<file path="src/hw/rtl/mh3_pkg.sv">
// mh3_pkg: constants, types and helpers shared by the MurmurHash3 x64_128 unit.
// No dependencies; compiled before every other file of the block.
package mh3_pkg;

  // Lane mixing multipliers
  localparam logic [63:0] LANE_C1  = 64'h87c3_7b91_1142_53d5;
  localparam logic [63:0] LANE_C2  = 64'h4cf5_ad43_2745_937f;
  // Hash word offsets after the times-five step
  localparam logic [63:0] MIX_ADD1 = 64'h0000_0000_52dc_e729;
  localparam logic [63:0] MIX_ADD2 = 64'h0000_0000_3849_5ab5;
  // Finalizer multipliers
  localparam logic [63:0] FMIX_F1  = 64'hff51_afd7_ed55_8ccd;
  localparam logic [63:0] FMIX_F2  = 64'hc4ce_b9fe_1a85_ec53;

  // Bytes in one message block and in one lane
  localparam logic [4:0] BLOCK_BYTES = 5'd16;
  localparam logic [4:0] LANE_BYTES  = 5'd8;

  // Request into a 64x64 low-half multiplier; each lane and finalizer has its own
  typedef struct packed {
    logic        start;
    logic [63:0] a;
    logic [63:0] b;
  } mul_req_t;

  // Mask that keeps the low n bytes of a lane, n in 0..8
  function automatic logic [63:0] byte_mask(input logic [3:0] n);
    logic [63:0] m;
    m = '0;
    for (int i = 0; i < 8; i++) begin
      m[8*i +: 8] = (4'(i) < n) ? 8'hff : 8'h00;
    end
    return m;
  endfunction

endpackage

</file>
<file path="src/hw/rtl/mh3_mul64.sv">
// mh3_mul64: low 64 bits of a 64x64 product, built from one 32x32 multiplier
// in the steps lo*lo, lo*hi, hi*lo. Depends on mh3_pkg.
module mh3_mul64 (
  input  logic              clk_i,
  input  logic              rst_ni,
  input  mh3_pkg::mul_req_t req_i,
  output logic              done_o,
  output logic [63:0]       result_o
);
  import mh3_pkg::*;

  localparam logic [1:0] STEP_LO_LO = 2'd0;
  localparam logic [1:0] STEP_LO_HI = 2'd1;
  localparam logic [1:0] STEP_HI_LO = 2'd2;

  logic        busy_q;
  logic        done_q;
  logic [1:0]  step_q;
  logic [63:0] a_q, b_q, acc_q;
  logic [31:0] opx, opy;
  logic [63:0] prod;

  // Operand select for the partial product of this step
  always_comb begin
    case (step_q)
      STEP_LO_LO: begin
        opx = a_q[31:0];
        opy = b_q[31:0];
      end
      STEP_LO_HI: begin
        opx = a_q[31:0];
        opy = b_q[63:32];
      end
      STEP_HI_LO: begin
        opx = a_q[63:32];
        opy = b_q[31:0];
      end
      default: begin
        opx = a_q[31:0];
        opy = b_q[31:0];
      end
    endcase
    prod = {32'd0, opx} * {32'd0, opy};
  end

  // Step sequencing
  always_ff @(posedge clk_i or negedge rst_ni) begin
    if (!rst_ni) begin
      busy_q <= 1'b0;
      done_q <= 1'b0;
      step_q <= STEP_LO_LO;
    end else begin
      done_q <= 1'b0;
      if (req_i.start) begin
        busy_q <= 1'b1;
        step_q <= STEP_LO_LO;
      end else if (busy_q) begin
        case (step_q)
          STEP_LO_LO: step_q <= STEP_LO_HI;
          STEP_LO_HI: step_q <= STEP_HI_LO;
          STEP_HI_LO: begin
            busy_q <= 1'b0;
            done_q <= 1'b1;
          end
          default: busy_q <= 1'b0;
        endcase
      end
    end
  end

  // Operands and accumulator; cross terms only touch the upper word
  always_ff @(posedge clk_i) begin
    if (req_i.start) begin
      a_q <= req_i.a;
      b_q <= req_i.b;
    end else if (busy_q) begin
      if (step_q == STEP_LO_LO) begin
        acc_q <= prod;
      end else begin
        acc_q[63:32] <= acc_q[63:32] + prod[31:0];
      end
    end
  end

  assign done_o   = done_q;
  assign result_o = acc_q;

endmodule

</file>
<file path="src/hw/rtl/mh3_fmix.sv">
// mh3_fmix: 64-bit finalizer (xor-shift, multiply, xor-shift, multiply, xor-shift).
// Depends on mh3_pkg and mh3_mul64.
module mh3_fmix (
  input  logic        clk_i,
  input  logic        rst_ni,
  input  logic        start_i,
  input  logic [63:0] value_i,
  output logic        done_o,
  output logic [63:0] result_o
);
  import mh3_pkg::*;

  mul_req_t    mul_req;
  logic        mul_done;
  logic [63:0] mul_res;
  logic [63:0] res_xs;
  logic        phase_q;
  logic        done_q;
  logic [63:0] result_q;

  assign res_xs = mul_res ^ (mul_res >> 33);

  always_comb begin
    mul_req.start = start_i | (mul_done & ~phase_q);
    if (start_i) begin
      mul_req.a = value_i ^ (value_i >> 33);
      mul_req.b = FMIX_F1;
    end else begin
      mul_req.a = res_xs;
      mul_req.b = FMIX_F2;
    end
  end

  mh3_mul64 u_mul (
    .clk_i    (clk_i),
    .rst_ni   (rst_ni),
    .req_i    (mul_req),
    .done_o   (mul_done),
    .result_o (mul_res)
  );

  always_ff @(posedge clk_i or negedge rst_ni) begin
    if (!rst_ni) begin
      phase_q <= 1'b0;
      done_q  <= 1'b0;
    end else begin
      done_q <= mul_done & phase_q;
      if (start_i) begin
        phase_q <= 1'b0;
      end else if (mul_done && !phase_q) begin
        phase_q <= 1'b1;
      end
    end
  end

  always_ff @(posedge clk_i) begin
    if (mul_done && phase_q) begin
      result_q <= res_xs;
    end
  end

  assign done_o   = done_q;
  assign result_o = result_q;

endmodule

</file>
<file path="config.mk">
export PLATFORM = sky130hd
export DESIGN_NAME = mh3_fmix
export DESIGN_NICKNAME = d
export VERILOG_FILES = /design/src/hw/rtl/mh3_pkg.sv /design/src/hw/rtl/mh3_mul64.sv /design/src/hw/rtl/mh3_fmix.sv
export SDC_FILE = /design/constraint.sdc
export NUM_CORES = 2
export LEC_CHECK = 0
export BUFFER_PORTS_ARGS = -buffer_cell sky130_fd_sc_hd__buf_2
export CAP_MARGIN = 20
export CORE_MARGIN = 2
export CORE_UTILIZATION = 39
export CTS_CLUSTER_SIZE = 20
export DETAILED_ROUTE_END_ITERATION = 10
export MAX_ROUTING_LAYER = met4
export SLEW_MARGIN = 20
export SYNTH_ARGS = -nofsm -noshare
export SYNTH_HDL_FRONTEND = slang
export SYNTH_SLANG_ARGS = --single-unit
export TNS_END_PERCENT = 1
</file>
<file path="constraint.sdc">
create_clock -name clk_i -period 12.5 [get_ports clk_i]
set_input_delay 1.25 -clock clk_i [delete_from_list [all_inputs] [get_ports clk_i]]
set_output_delay 1.25 -clock clk_i [all_outputs]
set_load 0.02 [all_outputs]
</file>
== After elaboration in Yosys (flattened, before gate mapping) ==
Index checks and enable logic that the tools add are counted.

* Multiplexer cells: 15
* Multiply operators: 1
* Add/sub/neg operators: 1
* Bitwise logic cells: 7
* Divide/modulo/power cells: 0
* Equal/unequal tests: 2
* Magnitude comparators: 0
* Shift-type cells: 0
* Reduce and logical (&&, ||, !) cells: 11

{| class="wikitable"
|+ Operators with widths
! operator !! count
|-
| $mux 128 || 1
|-
| $xor 64x31->64 || 2
|-
| $mux 32 || 3
|-
| $mul 32x32->64 || 1
|-
| $add 32x32->32 || 1
|-
| $mux 1 || 8
|-
| $mux 2 || 2
|-
| $pmux 2 s2 || 1
|-
| $reduce_and 2->1 || 2
|-
| $reduce_bool 2->1 || 2
|-
| $reduce_and 3->1 || 1
|-
| $reduce_bool 3->1 || 1
|-
| $and 1x1->1 || 2
|-
| $eq 2x1->1 const B || 1
|-
| $eq 2x2->1 const B || 1
|-
| $logic_and 1x1->1 || 2
|-
| $logic_not 2->1 || 1
|-
| $not 1->1 || 2
|-
| $reduce_or 2->1 || 1
|-
| $logic_not 1->1 || 1
|-
| $or 1x1->1 || 1
|}

* ROM bits: 0
* Logic and storage cells: 47
* RAM bits: 0
* Memories kept: 0
* Output and inout bits: 65
* Bits in latches: 0
* Bits of input ports: 67
* Register bits: 262

== Depth between registers and ports, before layout ==
* Depth in word-level cells: 5
* Gate-level depth with buffers: 42
* Depth with buffers taken out: 39

== By module ==
From an unflattened synthesis, not the netlist that was laid out.

* Cells, all modules: 4464
* Area, all modules: 44311.2 sq um

{| class="wikitable"
|+ By module, submodules not included
! module !! sequential area each (sq um) !! cells each !! instances !! area each (sq um)
|-
| mh3_mul64 || 5865.6 || 4257 || 1 || 40832.9
|-
| mh3_fmix || 1971.9 || 207 || 1 || 3478.3
|}

== Worst setup path before layout ==
Ideal clock, no wire load.

* Kind: register to register
* Start: register u_mul.step_q[1]
* End: register u_mul.acc_q[63], in the netlist u_mul.result_o[63], data pin
* Stages on the path, launching flop included: 41
* Slack: 2698 ps
* Data required time: 12239 ps
* Setup time: 261 ps
* Clock period less this slack: 9802 ps
* Arrival: 9542 ps
* Path buffers: 3
* Cells stage by stage: dfrtp_1 > nor2b_1 > clkbuf_1 > clkbuf_1 > mux2_2 > and2_1 > nor2_1 > nor2_1 > fa_1 > inv_1 > fa_1 > inv_1 > fa_1 > inv_1 > fa_1 > inv_1 > fa_1 > inv_1 > (+5 left out) > inv_1 > ha_1 > clkbuf_1 > a21oi_1 > o21ai_0 > a41oi_1 > o221ai_1 > xor2_1 > ha_1 > a21o_1 > a21oi_1 > nor2_1 > a211oi_1 > o31ai_1 > a221oi_1 > xnor2_1 > xnor2_1 > mux2i_1

* Longest elaborated chain between the ends: 5
* Elaborated cells between the ends (all ways): 8
* Classes of those cells: add/sub (1); mul (1); eq/ne (2); mux (3); reduce/logical (1)

{| class="wikitable"
|+ RTL lines
! item !! RTL line !! source
|-
| from (decl) || mh3_mul64.sv:18 || <nowiki>logic [1:0] step_q;</nowiki>
|-
| from (signal assigned) || mh3_mul64.sv:51 || <nowiki>step_q <= STEP_LO_LO;</nowiki>
|-
| from (signal assigned) || mh3_mul64.sv:56 || <nowiki>step_q <= STEP_LO_LO;</nowiki>
|-
| from (signal assigned) || mh3_mul64.sv:59 || <nowiki>STEP_LO_LO: step_q <= STEP_LO_HI;</nowiki>
|-
| $eq 2x2->1 / $eq 2x1->1 (equally long branches) || mh3_mul64.sv:25 || <nowiki>case (step_q)</nowiki>
|-
| $mux 32 || mh3_mul64.sv:25 ||
|-
| $mul 32x32->64 (*) || mh3_mul64.sv:43 || <nowiki>prod = {32'd0, opx} * {32'd0, opy};</nowiki>
|-
| via u_mul.prod[23] || mh3_mul64.sv:21 || <nowiki>logic [63:0] prod;</nowiki>
|-
| $add 32x32->32 (*) || mh3_mul64.sv:80 || <nowiki>acc_q[63:32] <= acc_q[63:32] + prod[31:0];</nowiki>
|-
| $mux 32 (*) || mh3_mul64.sv:77 || <nowiki>if (step_q == STEP_LO_LO) begin</nowiki>
|-
| to (signal assigned) || mh3_mul64.sv:78 || <nowiki>acc_q <= prod;</nowiki>
|-
| to (signal assigned) || mh3_mul64.sv:80 ||
|-
| to (decl) || mh3_mul64.sv:19 || <nowiki>logic [63:0] a_q, b_q, acc_q;</nowiki>
|}

The timed path passes the listed nets; every way through them passes the cells marked *.
A chain may end at the register's enable or synchronous reset.

== Final worst setup path ==
Same ends and word-level chain as after synthesis.

==> metrics.yaml <==
startpoint_type: "flop"
tritoncts: "yes"
yosys_warnings: 0
drc: 0
syn_area_um2: 38700
slew_violations: 0
path_clk_slew_ns: 0.08
endpoint_kind: "flop"
drt-initial-drc-count: 2519
synth_nets: 4974
fill_cells: 9645
cts_max_level: 4
hp-class: "reg -> reg"
placed_area_um2: 41000
yosysTopAreaCell: "fa_1"
routabilityCongestion: 1.03
ys_seq_elements: 200
grt_pass1_vias: 28500
die_x_um: 319
layout_common_cells: "inv_1 (1002), fa_1 (861), ha_1 (328)"
yosysUniqueCellTypes: 73
finalCritPeriodShare: 0.896
synth_edf_count: 194
worstSetupPathType: "reg -> reg"
drive_gt1_frac: 0.0710
critPathMaxStageDelay_ns: 0.65
finalHoldViolations: 0
worst_ep_required_time_ns: 12.67
grt-ovfl-total: 0
post-route-util: 0.423
regArea_um2: 5980
stdcell_count: 5134
mostFrequentLayoutCell: "inv_1"
synth.area.top_cells: "fa_1 (45%), edfxtp_1 (15%), ha_1 (11%)"
cts_buffers: 17
worstMarginPinSlew_ns: 1.26
min_period_ns: 11.20
die-area_um2: 102000
io_pins: 132
ys.flop_type: "edfxtp_1"
setup_viol: 0
maxSlewHeadroom: 0.158
slowest_stage: "mux2i_1"
syn_area_per_cell_um2: 10.4
place_inst: 5102
grt_pass1_wl_mm: 194
path_max_fanout: 16
grt_setup_unrepaired: "false"
status: "finished clean"
root_buffer: "clkbuf_16"
stdcell_area_um2: 41600
antenna_found_initial: 1
hold_buffers: 0
synthArstFlopShare: 0.0300
grt_max_degree: 110
via_per_inst: 5.19
postRouteWirelength_mm: 131
rows: 115
synth_largest_type_area_fraction: 0.445
arrival_ns: 11.36
ctsLongestPathBuffers: 2
io_buffers: 131
skew_ns: 0.0118
synthToLayoutAreaGrowth_pct: 7.53
drt_pass1_iterations: 7
netlist_instances: 3718
nNetsFinal: 5091
ant_nets: 0
track_usage: 0.272
ys_seq_area_frac: 0.154
cts_post_setup_buffers_inserted: 0
cap_violations: 0
cts_sinks: 200
setup_tns_ns: 0
place_hpwl_mm: 118
clock_latency_ns: 0.44
die_height_um: 319
r2r_setup_slack_ns: 1.30
cts_resized: 0
core_um2: 98400
num_vias: 26600
multi_input_area_um2: 28700
antenna_cells: 0
wl_per_cell_um: 25.6
start_util: 0.393
fmax_ghz: 0.0893
-- synth_stat cells, drive strengths merged (3+ instances only) --
master / number
o221ai: 3
mux2i: 25
mux2: 45
and2: 53
o21bai: 18
o31ai: 7
nand2: 271
nand4: 15
nor3: 13
a211o: 4
buf: 10
xnor2: 81
a21boi: 4
nand2b: 17
edfxtp: 194
xor2: 70
and3: 20
inv: 1003
fa: 861
a22oi: 3
nand3: 20
nor2b: 9
a221oi: 4
or2: 9
a221o: 3
a211oi: 13
a2111oi: 4
o211ai: 9
nor2: 220
dfrtp: 6
clkbuf: 60
o22ai: 3
nand3b: 3
o21ai: 72
and4: 4
a31oi: 4
o21a: 7
o2111ai: 3
a21oi: 149
ha: 328
a21o: 49
-- cells by family (layout without fill, tap and decap cells) --
| kind of cell | Yosys count | in the layout | share of synthesized area |
|---|---|---|---|
| flip-flops | 200 | 200 | 0.154 |
| multiplexers | 70 | 70 | 0.0196 |
| adder cells (fa/ha/maj) | 1189 | 1189 | 0.552 |
| buffers and inverters | 1073 | 1202 | 0.105 |
| AND/OR/NAND/NOR | 664 | 664 | 0.0755 |
| XOR/XNOR | 151 | 151 | 0.0342 |
| AO/OA/AOI/OAI | 371 | 371 | 0.0601 |
-- flip-flops by register name, summed over array words and instances (netlist names) --
register / flops
u_mul.result_o: 64
phase_q: 1
u_mul.done_o: 1
done_o: 1
u_mul.b_q: 2
result_o: 64
u_mul.busy_q: 1
u_mul.step_q: 2
u_mul.a_q: 64
-- worst paths after layout --
check | end | cells past startpoint | start
max | u_mul.result_o[63] | 34 | u_mul.step_q[1]
min | result_o[31] | 0 | u_mul.result_o[31]
max reg2reg | u_mul.result_o[63] | 34 | u_mul.step_q[1]
min reg2reg | result_o[31] | 0 | u_mul.result_o[31]
max in group asynchronous | u_mul.step_q[0] | 1 | rst_ni
min in group asynchronous | done_o | 1 | rst_ni
-- per-stage QoR --
step / setup WS [ns] / hold slack [ns]
finish: 1.30 / 0.522
global route: 0.699 / 0.538
CTS: 1.30 / 0.539
detailed placement: 1.37 / 0.504
global placement: 1.46 / 0.492
floorplan: 2.70 / 0.422
-- layer usage --
layer,vias to the layer above,track usage,routed length (um)
li1,11600,-,-
met1,13900,0.366,55500
met2,957,0.425,62000
met3,211,0.0363,8150
met4,0,0.0945,5740
met5,-,-,0
-- critical path, delay by kind of cell (launching register included) --
| kind | cells | cell delay (ns) |
|---|---|---|
| fa+ha+maj | 10 | 4.82 |
| simple gates | 5 | 1.54 |
| buf+inv | 10 | 1.51 |
| compound gates | 4 | 1.03 |
| xor+xnor | 3 | 0.80 |
| mux | 2 | 0.74 |
| flops | 1 | 0.49 |
-- final cells by class --
type | instances | share of cell area
flip-flops and latches | 200 | 0.144
multi-input cells | 2445 | 0.690
clock inverters | 13 | 0.00379
inverters | 1003 | 0.0905
repair buffers | 168 | 0.0234
well taps | 1287 | 0.0387
clock buffers | 18 | 0.0103
Power is not shown: default switching activity piles up to over one toggle a cycle in this logic, so the estimate is an artifact.
